[src/rmq_sqrt_cell.sv]
// One bit of the integer square root, restoring form.
// Depends on nothing.
module rmq_sqrt_cell #(
  parameter int unsigned SQW    = 38,
  parameter int unsigned BIT    = 0,
  parameter int unsigned SIDE_W = 8
) (
  input  logic              clk_i,
  input  logic              rst_ni,
  input  logic              en_i,
  input  logic              valid_i,
  input  logic [SQW-1:0]    v_i,
  input  logic [SQW-1:0]    r_i,
  input  logic [SIDE_W-1:0] side_i,
  output logic              valid_o,
  output logic [SQW-1:0]    v_o,
  output logic [SQW-1:0]    r_o,
  output logic [SIDE_W-1:0] side_o
);

  localparam logic [SQW-1:0] B = SQW'(1) << (2 * BIT);

  logic [SQW-1:0] t, v_d, r_d;

  assign t = r_i + B;

  always_comb begin
    if (v_i >= t) begin
      v_d = v_i - t;
      r_d = (r_i >> 1) + B;
    end else begin
      v_d = v_i;
      r_d = r_i >> 1;
    end
  end

  logic              valid_q;
  logic [SQW-1:0]    v_q, r_q;
  logic [SIDE_W-1:0] side_q;

  always_ff @(posedge clk_i or negedge rst_ni) begin
    if (!rst_ni) begin
      valid_q <= 1'b0;
    end else if (en_i) begin
      valid_q <= valid_i;
    end
  end

  always_ff @(posedge clk_i) begin
    if (en_i) begin
      v_q    <= v_d;
      r_q    <= r_d;
      side_q <= side_i;
    end
  end

  assign valid_o = valid_q;
  assign v_o     = v_q;
  assign r_o     = r_q;
  assign side_o  = side_q;

endmodule

[config.mk]
export PLATFORM = sky130hd
export DESIGN_NAME = rmq_sqrt_cell
export DESIGN_NICKNAME = d
export VERILOG_FILES = /design/src/rmq_sqrt_cell.sv
export SDC_FILE = /design/constraint.sdc
export NUM_CORES = 1
export LEC_CHECK = 0
export ABC_AREA = 1
export BUFFER_PORTS_ARGS = -buffer_cell sky130_fd_sc_hd__clkbuf_2
export CORE_UTILIZATION = 45
export CTS_CLUSTER_SIZE = 25
export DETAILED_ROUTE_END_ITERATION = 10
export GPL_TIMING_DRIVEN = 0
export PLACE_DENSITY = 0.75
export SYNTH_ARGS = -nofsm -noshare
export SYNTH_HDL_FRONTEND = slang
export SYNTH_SLANG_ARGS = --single-unit
[constraint.sdc]
create_clock -name clk_i -period 0.9 [get_ports clk_i]
set_input_delay 0.135 -clock clk_i [delete_from_list [all_inputs] [get_ports clk_i]]
set_output_delay 0.135 -clock clk_i [all_outputs]
set_load 0.05 [all_outputs]
---- Word-level counts from Yosys, hierarchy flattened ----
Index checks and enable logic that the tools add are counted.
storage, ports and cells
  flip-flop bits (word level) ............. 85
cells by class
  muxes and demuxes ....................... 2
  add/subtract/negate cells ............... 3
  order comparisons ....................... 1
operator list
  cell                     count
  $add A37 B1 Y38 const B  1
  $add A38 B1 Y38 const B  1
  $ge A38 B38 Y1           1
  $mux W38                 1
  $sub A38 B38 Y38         1
  $mux W37                 1

---- Logic depth before layout (Yosys ltp) ----
  word-level depth ........................ 3
  depth in mapped cells ................... 24
  depth with buffers taken out ............ 22

---- Worst setup path after synthesis ----
OpenSTA, ideal clock, no wires.
  kind .................................... input to register
  start point ............................. input port r_i[0]
  end point ............................... register r_q[17] (netlist: r_o[17]) (data pin)
  cell stages on the path ................. 21
  arrival ................................. 2.751 ns
  buffers on the path ..................... 2
  path slack .............................. -2.113 ns
  cell sequence ........................... ha_1 nand3_1 nor2_1 inv_1 nor2_1 inv_1 nor2_1 nand2_1 xor2_1 ha_1 nand2_2 nor2_2 inv_2 nor3_1 nand3_1 nor2_4 nor2_4 nand2_2 buf_6 buf_4 o21ai_0
on the way
  longest elaborated chain between the ends .. 3
RTL lines
  element               RTL line  text
  start, declared       13        input logic [SQW-1:0] r_i,
  $add A38 B1 Y38       25        assign t = r_i + B;
  $ge A38 B38 Y1        28        if (v_i >= t) begin
  $mux W37              28
  named net r_d[17]     23        logic [SQW-1:0] t, v_d, r_d;
  end signal, assigned  52        r_q <= r_d;
  end, declared         38        logic [SQW-1:0] v_q, r_q;
The timed path passes the listed nets, and every way through them passes these cells.
A chain may end at the register's enable or synchronous reset.

---- Worst setup path in the final report ----
  start point ............................. input port r_i[17]
  end point ............................... register r_q[3] (netlist: r_o[3]) (data pin)
The elaborated chain is that of the path after synthesis.

==> run summary <==
The part of the total power dissipated in sequential elements came out at 29.0%. The total die area came out at 18200 um^2. The net count of the finished layout is 1596. The number of detailed-routing iterations run before antenna repair came out at 5. The half-perimeter wire length after placement is 23.2 mm. In this run the power density over the cells is 1380 nW/um^2. After synthesis, the cell types taking the most area are edfxtp_1 (32%), nand2_1 (20%), xor2_1 (9.1%). The largest total area in the synthesized netlist belongs to edfxtp_1. The post-layout utilization of the core came out at 76.5%. The data arrival time of the critical path came out at 3.39 ns. The flow ran to the end, but the final reports show violations. The number of global-route vias before repair is 9020.

The net count of the mapped netlist is 1316. The switching share of power is 42.3%. The die width came out at 135 um. The worst setup path is captured at a flip-flop. The worst slack on hold paths is 0.0308 ns.

The highest clock frequency the design can meet is 304 MHz. The residual antenna-violating net count after detailed routing is 0. The transition time of the tightest slew-check pin is 0.546 ns. The cell at the root of the clock tree is clkbuf_16. The max-slew headroom at the worst pin came out at 63.4%. Port buffering added 170 buffers. The standard-cell row count is 48. The area added between synthesis and finish came out at 66.0%.

The deepest level of the CTS H-tree is 3. Clock-pin slew was measured on the worst setup and hold paths at 0.07 ns. The post-synthesis cell type count came out at 35. The setup slack of the critical path after layout came out at -2.38 ns. The DRC violations left is 0. The die is 135 um tall. The post-route minimum period came out at 3.28 ns.

The worst setup path is of the in -> reg kind. The required time of the critical path is 1.01 ns. The analysis attributes to net switching a power of 7710 uW.

The average wire per cell in the routed design is 21.2 um. The peak fanout along the critical path came out at 8. The TritonCTS sink count came out at 85. The area share of the largest cell type after synthesis came out at 31.7%. For the worst-skew pair, the clock arrives at the later sink with an insertion delay of 0.36 ns. The number of buffers added by the clock tree synthesis step came out at 9. The number of warnings printed during yosys synthesis is 0. Of the available clock period, the critical path in the final layout requires 365%.

The final setup violation count is 161. After synthesis, flip-flops and latches occupy 32.0% of the total area. The maximum count of clock buffers along a single path came out at 2. Setup repair after global routing could not meet its margin everywhere. The global-route usage over all layers came out at 36.1%. Synthesis produced a netlist whose cell count is 1187. The mapped netlist covers 7970 um^2. VDD sags by at most 1.01 mV. After global routing the overflow that remains totals 0. In this run, the clock network consumes 20.7% of the power.

In the final layout, the share of cells above drive strength 1 is 41.5%. The routed via count divided by cell count is 5.71. The final count of hold timing violations came out at 0. The core footprint came out at 17300 um^2. The leakage component of the power came out at 0.00620 uW.

The final wirelength is 35.9 mm. STA classifies the critical path startpoint as an input pin. TritonCTS built the clock tree. The number of antenna violations at the first check in global routing came out at 0.

In this run the mean area of a mapped cell was 6.71 um^2. The worst hold-check path type is in -> reg. The final number of max-transition violations came out at 0. The maximum number of pins on one net before global-route repair came out at 51. The count of boundary I/O pins came out at 173.

After synthesis the netlist holds a flip-flop and latch count of 85. The global-route wire length before repair came out at 48.7 mm. The checks that failed: setup timing. The worst setup skew after layout came out at 0 ns.

Combinational logic is responsible for 50.3% of the overall power. For this block, the via count after detailed routing is 9691. The starting density of the core came out at 46.1%. The max-capacitance violation count is 0. The final weighted congestion in routability-driven placement came out at 0.982.

The internal power of the cells totals 10500 uW. For this block, the initial DRC count from the detailed router was 1027.
[final cells by class]
class	instances	area (um^2)
antenna	1	2.50
buffer	21	319
clock buffer	9	225
clock inverter	7	56.3
fill	1130	4070
inverter	169	656
multi-input combinational	911	6310
sequential	85	2550
tap	225	282
timing repair buffer	270	2830
[kinds of logic after synthesis]
| family | synth area share, % |
|---|---|
| AND/OR/NAND/NOR | 36.6 |
| buffers and inverters | 9.94 |
| XOR/XNOR | 9.45 |
| flip-flops | 32.0 |
| AO/OA/AOI/OAI | 5.37 |
| adder cells (fa/ha/maj) | 6.53 |
| multiplexers | 0.141 |
[cell usage in the layout, fill, tap and decap left out, types with 9 or more instances in the layout]
cell type      instances
ha_1                  25
clkbuf_2              61
nor2_2                21
a21oi_1               19
inv_2                 17
nand3_1               63
dlygate4sd3_1          9
o21ai_0               10
nand2_2               84
edfxtp_1              84
ha_4                  14
nor3_4                12
clkbuf_8              76
o21ai_2               18
nand2_4               34
clkbuf_16             19
nor2_1                72
nor3_1                13
xor2_1                65
buf_8                 27
inv_1                147
o21ai_1               18
nand2_1              307
buf_4                 79
buf_12                11
xor2_2                10
nand3_2               32
nor2_4                27
nand3b_1              11
[layer usage]
metal / part of all wire [%] / up-vias / global-route usage, %
li1: - / 4342 / -
met1: 37 / 4472 / 43.7
met2: 46 / 682 / 60.6
met3: 9.7 / 195 / 4.69
met4: 7.6 / 0 / 23.2
met5: 0 / - / 0
[through the flow]
step / power (uW) / setup slack [ns] / setup TNS, ns / area, um^2 / cells
floorplan: 9670 / -1.92 / -144.43 / 8130 / 1187
global placement: 11300 / -3.15 / -327.41 / 9270 / 1582
detailed placement: 11400 / -3.12 / -248.78 / 9300 / 1583
CTS: 17200 / -1.86 / -152.51 / 12500 / 1685
global route: 18800 / -2.45 / -197.31 / 13200 / 1697
finish: 18200 / -2.38 / -191.02 / 13200 / 1698
[worst max-delay path, stage by stage]
cell and delay, ns:
clkbuf_2 0.20, nand4_1 0.31, buf_4 0.27, nor3_4 0.47, nand3_2 0.20, xor2_4 0.21
ha_4 0.28, nand2_4 0.10, inv_2 0.04, nand2_2 0.10, inv_2 0.04, nand2_2 0.09
nor2_4 0.04, inv_2 0.07, nor2_4 0.04, nor2_4 0.16, nand2_4 0.11, buf_12 0.18
clkbuf_16 0.18, nand2_2 0.07, o21ai_1 0.08
[flip-flops by register name, summed over array words and instances, names as in the netlist]
name and flops:
side_o 8, valid_o 1, r_o 38, v_o 38
[power groups by stage]
stage | Sequential, uW | Combinational (uW) | Clock, uW
final | 5290 | 9160 | 3770
after global routing | 5320 | 9600 | 3920
after CTS | 5230 | 8220 | 3700
after detailed placement | 5230 | 6160 | 0
after global placement | 5230 | 6100 | 0
after floorplan | 7020 | 2650 | 0
[Yosys cell counts]
cell type / count
a21o_1: 1
a21oi_1: 30
and2_1: 1
buf_2: 2
buf_4: 3
buf_6: 8
clkbuf_1: 8
clkbuf_2: 1
clkinv_1: 1
dfrtp_1: 1
edfxtp_1: 84
fa_1: 1
ha_1: 40
inv_1: 162
inv_2: 6
mux2_2: 1
nand2_1: 425
nand2_2: 2
nand3_1: 99
nand3_2: 2
nand3b_1: 11
nand4_1: 8
nor2_1: 112
nor2_2: 6
nor2_4: 2
nor3_1: 29
nor3_2: 1
nor4_1: 1
nor4_2: 1
o21a_1: 1
o21ai_0: 25
o21ai_1: 23
o21bai_1: 3
xnor2_1: 3
xor2_1: 83
[worst paths after layout]
path | cells after the start | slack (ns) | startpoint | end
max | 21 | -2.38 | r_i[17] | r_o[3]
min | 2 | 0.03 | valid_i | valid_o
max reg2reg | 1 | 0.09 | valid_o | valid_o
min reg2reg | 1 | 0.57 | valid_o | valid_o
max in group asynchronous | 2 | 0.70 | rst_ni | valid_o
min in group asynchronous | 2 | 0.10 | rst_ni | valid_o
[timing repair]
| item | CTS | global route |
|---|---|---|
| endpoints found under the setup margin | 206 | 162 |
| buffers inserted | 76 | 9 |
| pin swaps | 86 | 37 |
| resized for setup | 504 | 156 |
| gates cloned | 4 | 3 |
| hold buffers | 9 | 0 |
| hold endpoints to repair | 9 | 0 |
No activity file was read; power rests on OpenSTA's default activity.
