### config.mk
export PLATFORM = sky130hd
export DESIGN_NAME = rmq_div_cell
export DESIGN_NICKNAME = d
export VERILOG_FILES = /design/src/rmq_pkg.sv /design/src/rmq_div_cell.sv
export SDC_FILE = /design/constraint.sdc
export NUM_CORES = 1
export LEC_CHECK = 0
export BUFFER_PORTS_ARGS = -buffer_cell sky130_fd_sc_hd__buf_2
export CORE_UTILIZATION = 35
export DETAILED_ROUTE_END_ITERATION = 8
export GPL_TIMING_DRIVEN = 0
export MAX_ROUTING_LAYER = met4
export SETUP_SLACK_MARGIN = 0.5
export SYNTH_ARGS = -nofsm -noshare
export SYNTH_HDL_FRONTEND = slang
export SYNTH_SLANG_ARGS = --single-unit
### constraint.sdc
create_clock -name clk_i -period 1 [get_ports clk_i]
set_clock_uncertainty 0.05 [all_clocks]
set_input_delay 0.15 -clock clk_i [delete_from_list [all_inputs] [get_ports clk_i]]
set_output_delay 0.15 -clock clk_i [all_outputs]
set_load 0.005 [all_outputs]
### src/rmq_pkg.sv
// Shared definitions for the rotation matrix to quaternion pipeline.
// No dependencies.
package rmq_pkg;

  // Number of quaternion parts carried through the divider lanes
  localparam int unsigned NUM_PARTS = 4;

  // Field width of every matrix element and quaternion part
  localparam int unsigned ELEM_W = 16;

  typedef logic signed [ELEM_W-1:0] elem_t;

  // Limits of the 16-bit output before clamping to the fixed-point one
  localparam int OUT_MAX = 32767;

endpackage

### src/rmq_div_cell.sv
// One quotient bit of four restoring dividers sharing a divisor.
// Depends on rmq_pkg.
module rmq_div_cell #(
  parameter int unsigned DW     = 36,
  parameter int unsigned NW     = 19,
  parameter int unsigned QB     = 15,
  parameter int unsigned SH     = 0,
  parameter int unsigned SIDE_W = 5
) (
  input  logic                 clk_i,
  input  logic                 rst_ni,
  input  logic                 en_i,
  input  logic                 valid_i,
  input  logic [NW-1:0]        norm_i,
  input  logic [3:0][DW-1:0]   rem_i,
  input  logic [3:0][QB-1:0]   quo_i,
  input  logic [SIDE_W-1:0]    side_i,
  output logic                 valid_o,
  output logic [NW-1:0]        norm_o,
  output logic [3:0][DW-1:0]   rem_o,
  output logic [3:0][QB-1:0]   quo_o,
  output logic [SIDE_W-1:0]    side_o
);

  logic [DW-1:0]         dsh;
  logic [3:0][DW-1:0]    rem_d;
  logic [3:0][QB-1:0]    quo_d;

  assign dsh = DW'(norm_i) << SH;

  always_comb begin
    for (int i = 0; i < rmq_pkg::NUM_PARTS; i++) begin
      if (rem_i[i] >= dsh) begin
        rem_d[i] = rem_i[i] - dsh;
        quo_d[i] = quo_i[i] | (QB'(1) << SH);
      end else begin
        rem_d[i] = rem_i[i];
        quo_d[i] = quo_i[i];
      end
    end
  end

  logic                valid_q;
  logic [NW-1:0]       norm_q;
  logic [3:0][DW-1:0]  rem_q;
  logic [3:0][QB-1:0]  quo_q;
  logic [SIDE_W-1:0]   side_q;

  always_ff @(posedge clk_i or negedge rst_ni) begin
    if (!rst_ni) begin
      valid_q <= 1'b0;
    end else if (en_i) begin
      valid_q <= valid_i;
    end
  end

  always_ff @(posedge clk_i) begin
    if (en_i) begin
      norm_q <= norm_i;
      rem_q  <= rem_d;
      quo_q  <= quo_d;
      side_q <= side_i;
    end
  end

  assign valid_o = valid_q;
  assign norm_o  = norm_q;
  assign rem_o   = rem_q;
  assign quo_o   = quo_q;
  assign side_o  = side_q;

endmodule

# After elaboration in Yosys (flattened, before gate mapping)
# Index checks and enable logic that the tools add are counted.
dict set report op_classes {
  addsub 4
  magnitude_cmp 4
  mux 4
}
# op count
set op_table {}
lappend op_table {{>= comparator 36 x 19 -> 1 bit} 4}
lappend op_table {{two-way mux 36 bit} 4}
lappend op_table {{subtractor 36 x 19 -> 36 bit} 4}
dict set report word_totals {
  reg_bits 229
  input_bits 232
  elab_cells 27
}

# Logic depth before layout (Yosys ltp)
dict set report depth {
  ltp_word 2
  mapped_depth 13
}

# Least setup slack after synthesis
# OpenSTA, ideal clock, no wires.
dict set report synth_path {
  path_type {input-to-reg}
  from {input port rem_i[72] (netlist name)}
  to {register rem_q, in the netlist rem_o[107], data pin}
  setup_time_ps 258
  arrival_time_ps 2683
  required_ps 692
  slack_ps -1990
  cell_stages 11
  path_cell_list {inv_1 ha_1 fa_1 and2b_1 nor3_1 o31a_1 o211a_1 o311ai_4 nor4b_4 nand3_1 xnor2_1}
}
# element line_no
set synth_rtl {}
lappend synth_rtl {{start, declared} rmq_div_cell.sv:15} ;# input logic [3:0][DW-1:0] rem_i,
lappend synth_rtl {{end signal, assigned} rmq_div_cell.sv:60} ;# rem_q <= rem_d;
lappend synth_rtl {{end, declared} rmq_div_cell.sv:45} ;# logic [3:0][DW-1:0] rem_q;

==> run summary <==
================================================================================
Core Util, Final                                                           61.9%
Total I/O pin count                                                          461
Die ar.                                                               0.0387 mm2
Async set-or-reset flop fraction in the synthesized netlist               0.437%
Half-perimeter wire length after placement                             34,200 um
Number of antenna violations at the first check in global routing             10
Highest attainable clock frequency                                     0.414 GHz
Portion of the post-synthesis area used by sequential elements             51.8%
Share of the clock period used by the worst path after layout               241%
Chip height                                                               197 um
YS warnings                                                                    0
Total iterations of the first detailed-routing run                             5
Number of fill cells                                                       2,923
Area grow syn2layout                                                       72.5%
Nature of the critical path endpoint                                   flip-flop
Overall power                                                            30.4 mW
Violation count after the first detailed-route iteration                     693
Post-synthesis net count                                                   1,521
Post-synthesis instance total                                              1,209
Leakage power                                                            9.57 nW
Via count                                                                 12,900
Number of DRC violations after detailed routing                                0
Unrepaired setup endpoints after global routing                              yes
Setup Slack @ Placement                                                 -2770 ps
Count of standard-cell rows                                                   70
Number of buffers added on ports                                             459
Initial cell density of the core                                           35.9%
Number of unique standard cell types used by synthesis                        62
Die width                                                                 197 um
Vias per Instance                                                           5.25
Core Region                                                           0.0370 mm2
Synth area leaders                                                  sky130_fd_sc_hd__edfxtp_1 (52%), sky130_fd_sc_hd__ha_1 (7.2%), sky130_fd_sc_hd__xnor2_1 (4.4%), sky130_fd_sc_hd__a21oi_1 (4.1%), sky130_fd_sc_hd__xor2_1 (3.8%)
Number of global-route vias before repair                                 12,700
Final GP Congestion                                                        0.898
Result of the run                                                   complete, but fails checks
Highest-count cells in the layout ignoring fill and taps            sky130_fd_sc_hd__buf_2 (446), sky130_fd_sc_hd__edfxtp_1 (228), sky130_fd_sc_hd__buf_4 (106)
Cell area after technology mapping                                    0.0133 mm2
Final-layout worst hold slack                                            -286 ps
Routed Antenna Nets                                                            0
Bufs on Longest Clock Path                                                     3
Grt ovf                                                                        0
Max transition margin                                                      21.5%
Gr usage total                                                             26.0%
Total clock buffers created by CTS                                            27
Worst min-delay path class                                                in2reg
CTS tree                                                                     yes
Failing checks                                                      negative hold slack, negative setup slack
Maximum number of pins on one net before global-route repair                  80
Areal power density over the cells                                   1330 mW/mm2
Library cell with the largest summed area after synthesis           sky130_fd_sc_hd__edfxtp_1
Count of endpoints failing hold in the final timing report                   290
Final worst slack                                                       -1410 ps
Number of enable-type register cells in the synthesized netlist              228
Classification of the worst setup path                                    in2reg
Average routed wire per standard cell                                    21.4 um
Worst slew pin tran                                                      1170 ps
Total Routed Length                                                    52,800 um
Hold-fix buffers, CTS                                                         27
Area fraction of the dominant cell type after synthesis                    51.6%
Top FF cell, synth                                                  sky130_fd_sc_hd__edfxtp_1
Worst-skew pair later-pin latency                                         550 ps
Wire length of the first global-routing pass                           74,100 um
VDD IR-drop max                                                          1.14 mV
Clock slew at reported path FFs                                            60 ps
Number of clock sinks                                                        229
Fin nets                                                                   2,239
Startpoint Class                                                      input port
Slew Limit Fails                                                               0
Most common cell after layout, fill and taps aside                  sky130_fd_sc_hd__buf_2
Maximum capacitance violations                                                 0
CP Data Arrival Time                                                     2670 ps
Final setup violation count                                                  377
Yosys reg bits                                                               229
Fraction of layout cells with a size suffix above 1                        57.5%
Root buffer cell                                                    sky130_fd_sc_hd__clkbuf_16
Avg Cell Area, Syn                                                      11.0 um2
CP required                                                              1260 ps
Maximum net fanout on the critical path                                        6
Min cycle time layout                                                    2410 ps
Htree depth                                                                    1
================================================================================
==> final timing paths <==
kind | end | start | cells after the start | slack (ps)
worst max register to register | valid_o | valid_o | 1 | 190
min in group asynchronous | valid_o | rst_ni | 2 | -150
max in group asynchronous | valid_o | rst_ni | 2 | 970
worst min register to register | valid_o | valid_o | 1 | 470
worst max-delay path | rem_o[105] | norm_i[13] | 13 | -1410
worst min-delay path | quo_o[35] | quo_i[35] | 1 | -290
==> worst max-delay path: stages <==
cell and delay [ps]:
sky130_fd_sc_hd__buf_2 120, sky130_fd_sc_hd__clkinvlp_4 100, sky130_fd_sc_hd__buf_12 150, sky130_fd_sc_hd__ha_4 300, sky130_fd_sc_hd__and2_1 230, sky130_fd_sc_hd__nand2_1 110, sky130_fd_sc_hd__or3_4 370, sky130_fd_sc_hd__o311ai_4 350
sky130_fd_sc_hd__buf_6 170, sky130_fd_sc_hd__nor4b_4 210, sky130_fd_sc_hd__buf_6 160, sky130_fd_sc_hd__nand3b_1 90, sky130_fd_sc_hd__xnor2_1 160
==> cell type report <==
| class | instances | area (um2) | area share [%] |
|---|---|---|---|
| clock inverters | 14 | 110 | 0.482 |
| well taps | 504 | 631 | 2.76 |
| multi-input cells | 907 | 8720 | 38.1 |
| clock buffers | 36 | 729 | 3.19 |
| inverters | 40 | 250 | 1.09 |
| flip-flops and latches | 229 | 6870 | 30.1 |
| plain buffers | 34 | 534 | 2.34 |
| diodes | 11 | 27.5 | 0.120 |
| repair buffers | 688 | 4990 | 21.8 |
==> cell usage after synthesis, types with 5 or more instances <==
cell / n
sky130_fd_sc_hd__a21o_1: 23
sky130_fd_sc_hd__a21oi_1: 108
sky130_fd_sc_hd__a31o_2: 5
sky130_fd_sc_hd__a31oi_1: 9
sky130_fd_sc_hd__and2_1: 8
sky130_fd_sc_hd__and3_1: 12
sky130_fd_sc_hd__buf_2: 10
sky130_fd_sc_hd__clkbuf_1: 24
sky130_fd_sc_hd__edfxtp_1: 228
sky130_fd_sc_hd__ha_1: 76
sky130_fd_sc_hd__inv_1: 40
sky130_fd_sc_hd__mux2_2: 17
sky130_fd_sc_hd__nand2_1: 96
sky130_fd_sc_hd__nand2b_1: 17
sky130_fd_sc_hd__nand3_1: 28
sky130_fd_sc_hd__nand3b_1: 7
sky130_fd_sc_hd__nand4_1: 21
sky130_fd_sc_hd__nor2_1: 102
sky130_fd_sc_hd__nor2b_1: 14
sky130_fd_sc_hd__nor3_1: 35
sky130_fd_sc_hd__nor4_1: 15
sky130_fd_sc_hd__nor4b_1: 7
sky130_fd_sc_hd__o2111ai_1: 5
sky130_fd_sc_hd__o211ai_1: 5
sky130_fd_sc_hd__o21a_1: 14
sky130_fd_sc_hd__o21ai_0: 59
sky130_fd_sc_hd__o21bai_1: 5
sky130_fd_sc_hd__o311ai_0: 5
sky130_fd_sc_hd__o31ai_1: 6
sky130_fd_sc_hd__or2_2: 8
sky130_fd_sc_hd__or3_1: 13
sky130_fd_sc_hd__or4_1: 5
sky130_fd_sc_hd__xnor2_1: 66
sky130_fd_sc_hd__xor2_1: 58
==> state kept, by name, indices dropped and copies added, names as in the netlist <==
register and flops:
valid_o 1, side_o 5, rem_o 144, norm_o 19, quo_o 60
==> through the flow <==
stage / TNS [ps] / std cells / area (um2)
after floorplan: -202510 / 1209 / 14200
after global placement: -1102040 / 2172 / 17100
after detailed placement: -383770 / 2174 / 17200
after CTS: -243120 / 2404 / 21500
after global routing: -261740 / 2462 / 22900
final: -245040 / 2463 / 22900
==> power breakdown <==
part	switching, mW	total, mW	internal (mW)
registers	0.261	12.1	11.9
logic	4.49	8.75	4.26
clock network	4.13	9.52	5.39
total	8.88	30.4	21.5
==> repair_timing <==
action                     4_1_cts  5_1_grt
setup endpoints to repair      534      583
resized for setup              383      208
hold endpoints to repair       232      296
gates cloned                    14        6
buffers inserted               139       42
pin swaps                      103       82
==> kinds of logic after synthesis <==
family / count (synthesis) / synth area share [%]
AND/OR/NAND/NOR: 398 / 15.0
AO/OA/AOI/OAI: 285 / 13.5
flip-flops: 229 / 51.8
XOR/XNOR: 124 / 8.19
adder cells (fa/ha/maj): 80 / 7.78
buffers and inverters: 74 / 2.19
multiplexers: 19 / 1.59
==> metal layers <==
metal	track usage (%)	vias up	part of all wire, %	wire length (um)
li1	-	6014	-	-
met3	5.32	97	6.8	3570
met4	8.64	0	3.1	1620
met2	42.6	507	49	25900
met1	31.9	6317	41	21700
met5	-	-	0	0
No activity file was read; power rests on OpenSTA's default activity.
