`src/rmq_pkg.sv`:
```
// Shared definitions for the rotation matrix to quaternion pipeline.
// No dependencies.
package rmq_pkg;

  // Number of quaternion parts carried through the divider lanes
  localparam int unsigned NUM_PARTS = 4;

  // Field width of every matrix element and quaternion part
  localparam int unsigned ELEM_W = 16;

  typedef logic signed [ELEM_W-1:0] elem_t;

  // Limits of the 16-bit output before clamping to the fixed-point one
  localparam int OUT_MAX = 32767;

endpackage

```
`src/rmq_front.sv`:
```
// Front stages: branch choice, radicand and parts, squares, sum of squares.
// Depends on rmq_pkg.
module rmq_front #(
  parameter int unsigned FRAC_BITS = 14,
  parameter int unsigned MW        = 18,
  parameter int unsigned SQW       = 38
) (
  input  logic                      clk_i,
  input  logic                      rst_ni,
  input  logic                      en_i,
  input  logic                      valid_i,
  input  rmq_pkg::elem_t            xx_i,
  input  rmq_pkg::elem_t            xy_i,
  input  rmq_pkg::elem_t            xz_i,
  input  rmq_pkg::elem_t            yx_i,
  input  rmq_pkg::elem_t            yy_i,
  input  rmq_pkg::elem_t            yz_i,
  input  rmq_pkg::elem_t            zx_i,
  input  rmq_pkg::elem_t            zy_i,
  input  rmq_pkg::elem_t            zz_i,
  output logic                      valid_o,
  output logic                      bad_o,
  output logic [3:0]                sign_o,
  output logic [3:0][MW-1:0]        mag_o,
  output logic [SQW-1:0]            sumsq_o
);

  localparam int unsigned CW = MW + 1;
  localparam logic signed [CW-1:0] One = CW'(64'd1 << FRAC_BITS);

  logic signed [CW-1:0] xx, xy, xz, yx, yy, yz, zx, zy, zz, trace;
  logic signed [CW-1:0] rad;
  logic signed [3:0][CW-1:0] c;

  assign xx = CW'(xx_i);
  assign xy = CW'(xy_i);
  assign xz = CW'(xz_i);
  assign yx = CW'(yx_i);
  assign yy = CW'(yy_i);
  assign yz = CW'(yz_i);
  assign zx = CW'(zx_i);
  assign zy = CW'(zy_i);
  assign zz = CW'(zz_i);
  assign trace = xx + yy + zz;

  always_comb begin
    if (trace > 0) begin
      rad  = One + trace;
      c[0] = rad;     c[1] = zy - yz; c[2] = xz - zx; c[3] = yx - xy;
    end else if (xx > yy && xx > zz) begin
      rad  = One + xx - yy - zz;
      c[0] = zy - yz; c[1] = rad;     c[2] = xy + yx; c[3] = xz + zx;
    end else if (yy > zz) begin
      rad  = One + yy - xx - zz;
      c[0] = xz - zx; c[1] = xy + yx; c[2] = rad;     c[3] = yz + zy;
    end else begin
      rad  = One + zz - xx - yy;
      c[0] = yx - xy; c[1] = xz + zx; c[2] = yz + zy; c[3] = rad;
    end
  end

  // stage 1: parts and radicand
  logic                      v1_q, v2_q, v3_q;
  logic signed [3:0][CW-1:0] c1_q;
  logic                      bad1_q, bad2_q, bad3_q;
  logic [3:0]                sg2_q, sg3_q;
  logic [3:0][MW-1:0]        m2_q, m3_q;
  logic [3:0][2*MW-1:0]      sq2_q;
  logic [SQW-1:0]            sum3_q;
  logic [3:0][MW-1:0]        mag1;

  always_comb begin
    for (int i = 0; i < 4; i++) begin
      mag1[i] = c1_q[i][CW-1] ? MW'(-c1_q[i]) : MW'(c1_q[i]);
    end
  end

  always_ff @(posedge clk_i or negedge rst_ni) begin
    if (!rst_ni) begin
      v1_q <= 1'b0;
      v2_q <= 1'b0;
      v3_q <= 1'b0;
    end else if (en_i) begin
      v1_q <= valid_i;
      v2_q <= v1_q;
      v3_q <= v2_q;
    end
  end

  always_ff @(posedge clk_i) begin
    if (en_i) begin
      c1_q   <= c;
      bad1_q <= (rad <= 0);
      bad2_q <= bad1_q;
      for (int i = 0; i < 4; i++) begin
        sg2_q[i] <= c1_q[i][CW-1];
        m2_q[i]  <= mag1[i];
        sq2_q[i] <= (2*MW)'(mag1[i]) * (2*MW)'(mag1[i]);
      end
      bad3_q <= bad2_q;
      sg3_q  <= sg2_q;
      m3_q   <= m2_q;
      sum3_q <= SQW'(sq2_q[0]) + SQW'(sq2_q[1]) + SQW'(sq2_q[2]) + SQW'(sq2_q[3]);
    end
  end

  assign valid_o = v3_q;
  assign bad_o   = bad3_q;
  assign sign_o  = sg3_q;
  assign mag_o   = m3_q;
  assign sumsq_o = sum3_q;

endmodule

```
`config.mk`:
```
export PLATFORM = sky130hd
export DESIGN_NAME = rmq_front
export DESIGN_NICKNAME = d
export VERILOG_FILES = /design/src/rmq_pkg.sv /design/src/rmq_front.sv
export SDC_FILE = /design/constraint.sdc
export NUM_CORES = 2
export LEC_CHECK = 0
export BUFFER_PORTS_ARGS = -buffer_cell sky130_fd_sc_hd__buf_2
export CAP_MARGIN = 5
export CORE_ASPECT_RATIO = 1.5
export CORE_MARGIN = 1
export CORE_UTILIZATION = 55
export DETAILED_ROUTE_END_ITERATION = 16
export HOLD_SLACK_MARGIN = 0.08
export PLACE_DENSITY = 0.72
export RECOVER_POWER = 50
export SLEW_MARGIN = 20
export SYNTH_ARGS = -nofsm -noshare
export SYNTH_HDL_FRONTEND = slang
export SYNTH_SLANG_ARGS = --single-unit
```
`constraint.sdc`:
```
create_clock -name clk_i -period 10.3 [get_ports clk_i]
set_clock_uncertainty 0.2 [all_clocks]
set_input_delay 0.515 -clock clk_i [delete_from_list [all_inputs] [get_ports clk_i]]
set_output_delay 0.515 -clock clk_i [all_outputs]
set_load 0.01 [all_outputs]
```
* After elaboration in Yosys (flattened, before gate mapping) *
Index checks and enable logic that the tools add are counted.
Widths: inputs -> output; s select.

word-level totals
  latch bits = 0
  logic and storage cells = 70
  input port bits = 148
  memory bits (read-only) = 0
  memories kept = 0
  flip-flop bits (word level) = 416
  output and inout port bits = 116
  RAM bits = 0

operators by class
  multipliers = 4
  multiplexer cells = 10
  div/mod/pow operators = 0
  bitwise operators = 0
  order comparisons = 5
  add/subtract/negate cells = 25
  equality and inequality tests = 0
  shifts and indexed selects = 0
  reduce and logical (&&, ||, !) cells = 1

operator list
  cell                    number
  $mux 76                 3
  $mul 18x18->36          4
  $mux 18                 4
  $neg 18->18             4
  $add 16x16->17          4
  $mux 19                 3
  $sub 18x16->19          3
  $sub 17x16->18          3
  $add 16x16->17 const A  3
  $sub 16x16->17          3
  $gt 16x16->1            3
  $add 37x36->38          1
  $add 38x36->38          1
  $add 36x36->37          1
  $add 16x18->19 const A  1
  $le 19x1->1 const B     1
  $add 17x16->18          1
  $gt 18x1->1 const B     1
  $logic_and 1x1->1       1

* Logic depth before layout (Yosys ltp) *
  depth in word-level cells = 7
  gate-level depth with buffers = 33
  depth with buffers taken out = 31

* Least setup slack after synthesis *
Ideal clock, no wire load.

  path kind = register to register
  from = register c1_q[61] (netlist bit)
  to = register sq2_q[140] (netlist bit) (data pin)
  cell stages (with the launch flop) = 31
  setup slack = 1588 ps
  library setup time = 263 ps
  buffers on the path = 0
  data required time = 9837 ps
  clock period less this slack = 8712 ps
  data arrival time = 8249 ps
  cells stage by stage = edfxtp_1 or4_1 or2_1 nor3_1 nand3b_1 nand2_1 xor2_1 clkinv_1 nand2_1 inv_1 fa_1 inv_1 fa_1 fa_1 inv_1 fa_1 fa_1 inv_1 fa_1 inv_1 ha_1 a21oi_1 o21ai_0 a2111oi_0 nor2_1 a41oi_1 a21oi_1 a41o_1 o311a_1 a31oi_1 o41ai_1

RTL lines
  what                             RTL line         RTL
  from (decl)                      rmq_front.sv:64  logic signed [3:0][CW-1:0] c1_q;
  from (signal assigned)           rmq_front.sv:92  c1_q <= c;
  to (signal, indexed assignment)  rmq_front.sv:98  sq2_q[i] <= (2*MW)'(mag1[i]) * (2*MW)'(mag1[i]);
  to (decl)                        rmq_front.sv:68  logic [3:0][2*MW-1:0] sq2_q;

==> impl_metrics.json <==
{
  "status": "finished, violations left",
  "violations": "capacitance limit, slew limit",
  "die-area_mm2": 0.119,
  "clock_latency_ns": 0.64,
  "cp-start-kind": "register",
  "drt-pass1-iter-count": 6,
  "reg2reg_from": "c1_q[19]$_DFFE_PP_",
  "ff2ff_path_depth": 29,
  "finalNetCount": 8886,
  "synth.avg_cell_area_um2": 9.65,
  "fin_setup_tns_ns": 0,
  "critical_path_class": "reg2reg",
  "initial_core_util": 0.556,
  "worst_setup_path_end_kind": "register",
  "regToRegEndpoint": "sq2_q[71]$_DFFE_PP_",
  "via_count": 48200,
  "fill_cells": 10100,
  "via_per_inst": 5.64,
  "wl_per_cell_um": 23.1,
  "setup_viol": 0,
  "synth_edf_count": 405,
  "postCtsSetupBuffers": 0,
  "r2r_setup_slack_ns": 0.67,
  "grt_pass1_vias": 51700,
  "min_to": "mag_o[70]$_DFFE_PP_",
  "dp_hpwl_mm": 165,
  "max-cap-violations": 3,
  "numPortBuffers": 263,
  "cp.arrival_ns": 9.88,
  "drtIter0Drc": 3175,
  "tightest_slew_ns": 5.53,
  "slew_viol_final": 335,
  "holdCritStartpoint": "m2_q[70]$_DFFE_PP_",
  "hp-class": "reg2reg",
  "num_rows": 153,
  "antenna_found_initial": 14,
  "yosys-top-cells-area": "fa_1 31%, edfxtp_1 19%, ha_1 15%, inv_1 8.8%, xnor2_1 3.3%",
  "layout_commonest_cell": "inv_1",
  "ys_seq_elements": 408,
  "root_buffer": "clkbuf_16",
  "gr-usage-all-layers": 0.341,
  "cts.path.max_buffers": 3,
  "worst-path-buf-inv": 7,
  "area_growth_syn_to_layout_pct": 7.27,
  "crit_required_ns": 10.54,
  "final_cell_mix": "1,512 x inv_1, 1,014 x fa_1, 772 x ha_1",
  "critPathSlowestCell": "o311ai_0",
  "yosysSeqAreaShare": 0.189,
  "wirelength_mm": 197,
  "grt_max_degree": 166,
  "layout_worst_path_cycle_share": 0.935,
  "antenna_left": 0,
  "pin_count": 264,
  "grt-ovfl-total": 0,
  "cts_tree": "done",
  "die_x_um": 282,
  "htree_levels": 2,
  "synthesis.instances": 6699,
  "synth_cell_types": 88,
  "synth_area_mm2": 0.0646,
  "grt_pass1_wl_mm": 298,
  "clkSinkCount": 408,
  "yosysTopAreaCell": "fa_1",
  "ys_async_sr_fraction": 0.00735,
  "core-area_mm2": 0.116,
  "drc": 0,
  "max-slew-margin-rel": -2.69,
  "max_stage_delay_ns": 0.64,
  "finalHoldViolCount": 0,
  "path_clk_slew_ns": 0.07,
  "drive_above_1_share": 0.0534,
  "die_y_um": 422,
  "cp_max_fo": 12,
  "cp_common_cell": "inv_1",
  "rsz0062_at_grt": "false",
  "synth_top_area_share": 0.314,
  "max_freq_ghz": 0.104,
  "worstHoldPathCells": 0,
  "gp_congestion": 1.05,
  "yosys_warnings": 0,
  "synth_ff_type": "edfxtp_1",
  "cpLargestDelayFamily": "adder cells",
  "min_period_ns": 9.63,
  "cts-buffers-inserted": 43
}
registers in the layout (all words and copies together), names as in the netlist:
signal   count
sq2_q      136
c1_q        76
m2_q        72
mag_o       72
sumsq_o     38
sg2_q        4
sign_o       4
bad1_q       1
bad2_q       1
bad_o        1
v1_q         1
v2_q         1
valid_o      1
routing by layer:
layer,part of all wire,wire length (um),up-vias,GRT usage
met3,0.061,12000,728,0.0575
met2,0.51,99700,1795,0.600
met4,0.11,20700,8,0.292
met5,0.00041,81,-,0
li1,-,-,21800,-
met1,0.33,64500,23900,0.349
layout make-up:
| cell class | instances | area (um^2) | area share |
|---|---|---|---|
| multi-input cells | 4594 | 46100 | 0.664 |
| flip-flops and latches | 408 | 12200 | 0.176 |
| inverters | 1550 | 5820 | 0.0839 |
| well taps | 1550 | 1940 | 0.0280 |
| repair buffers | 355 | 1850 | 0.0266 |
| clock buffers | 51 | 1160 | 0.0167 |
| clock inverters | 27 | 268 | 0.00386 |
| diodes | 7 | 17.5 | 0.000253 |
how the worst max path moves through the flow:
stage / slack (ns) / depth (start not counted) / from / end
after floorplan: 1.59 / 30 / c1_q[61]$_DFFE_PP_ / sq2_q[140]$_DFFE_PP_
after global placement: 1.10 / 29 / c1_q[19]$_DFFE_PP_ / sq2_q[71]$_DFFE_PP_
after detailed placement: 0.87 / 29 / c1_q[19]$_DFFE_PP_ / sq2_q[71]$_DFFE_PP_
after CTS: 0.79 / 29 / c1_q[19]$_DFFE_PP_ / sq2_q[71]$_DFFE_PP_
after global routing: 0.24 / 29 / c1_q[19]$_DFFE_PP_ / sq2_q[71]$_DFFE_PP_
final: 0.67 / 29 / c1_q[19]$_DFFE_PP_ / sq2_q[71]$_DFFE_PP_
kinds of logic after synthesis:
logic type | Yosys count | share of synthesized area
fa+ha+maj | 1786 | 0.463
buf+inv | 1698 | 0.0990
simple gates | 1500 | 0.102
compound gates | 919 | 0.0929
flops | 408 | 0.189
xor+xnor | 353 | 0.0483
mux | 33 | 0.00532
other cells | 2 | 0.000116
cell usage after synthesis, types with 23 or more instances:
| cell type | n |
|---|---|
| nand2b_1 | 50 |
| a31oi_1 | 43 |
| nor3_1 | 81 |
| xnor2_1 | 245 |
| xor2_1 | 104 |
| a211oi_1 | 24 |
| o211ai_1 | 47 |
| a21o_1 | 76 |
| fa_1 | 1014 |
| o21ai_0 | 182 |
| nor2_1 | 544 |
| nand3_1 | 69 |
| nor2b_1 | 45 |
| o21a_1 | 61 |
| o21bai_1 | 30 |
| or3_1 | 39 |
| nand2_1 | 535 |
| o31ai_1 | 31 |
| a21oi_1 | 239 |
| clkbuf_1 | 126 |
| and3_1 | 23 |
| inv_1 | 1512 |
| edfxtp_1 | 405 |
| ha_1 | 772 |
per-stage QoR:
stage                     std cells   util  setup WS [ns]  instance area (um^2)  hold slack (ns)
after detailed placement       8454  0.586          0.865                 68000            0.117
after floorplan                6700      -           1.59                 64600           0.0194
after global placement         8454  0.586           1.10                 68000            0.112
after global routing           8538  0.597          0.242                 69300            0.221
after CTS                      8535  0.598          0.785                 69500            0.217
final                          8542  0.597          0.665                 69300            0.217
repair_timing:
action	CTS	global route
gates resized for setup	0	0
hold buffers	3	0
hold endpoints to repair	4	0
Power is not shown: default switching activity piles up to over one toggle a cycle in this logic, so the estimate is an artifact.
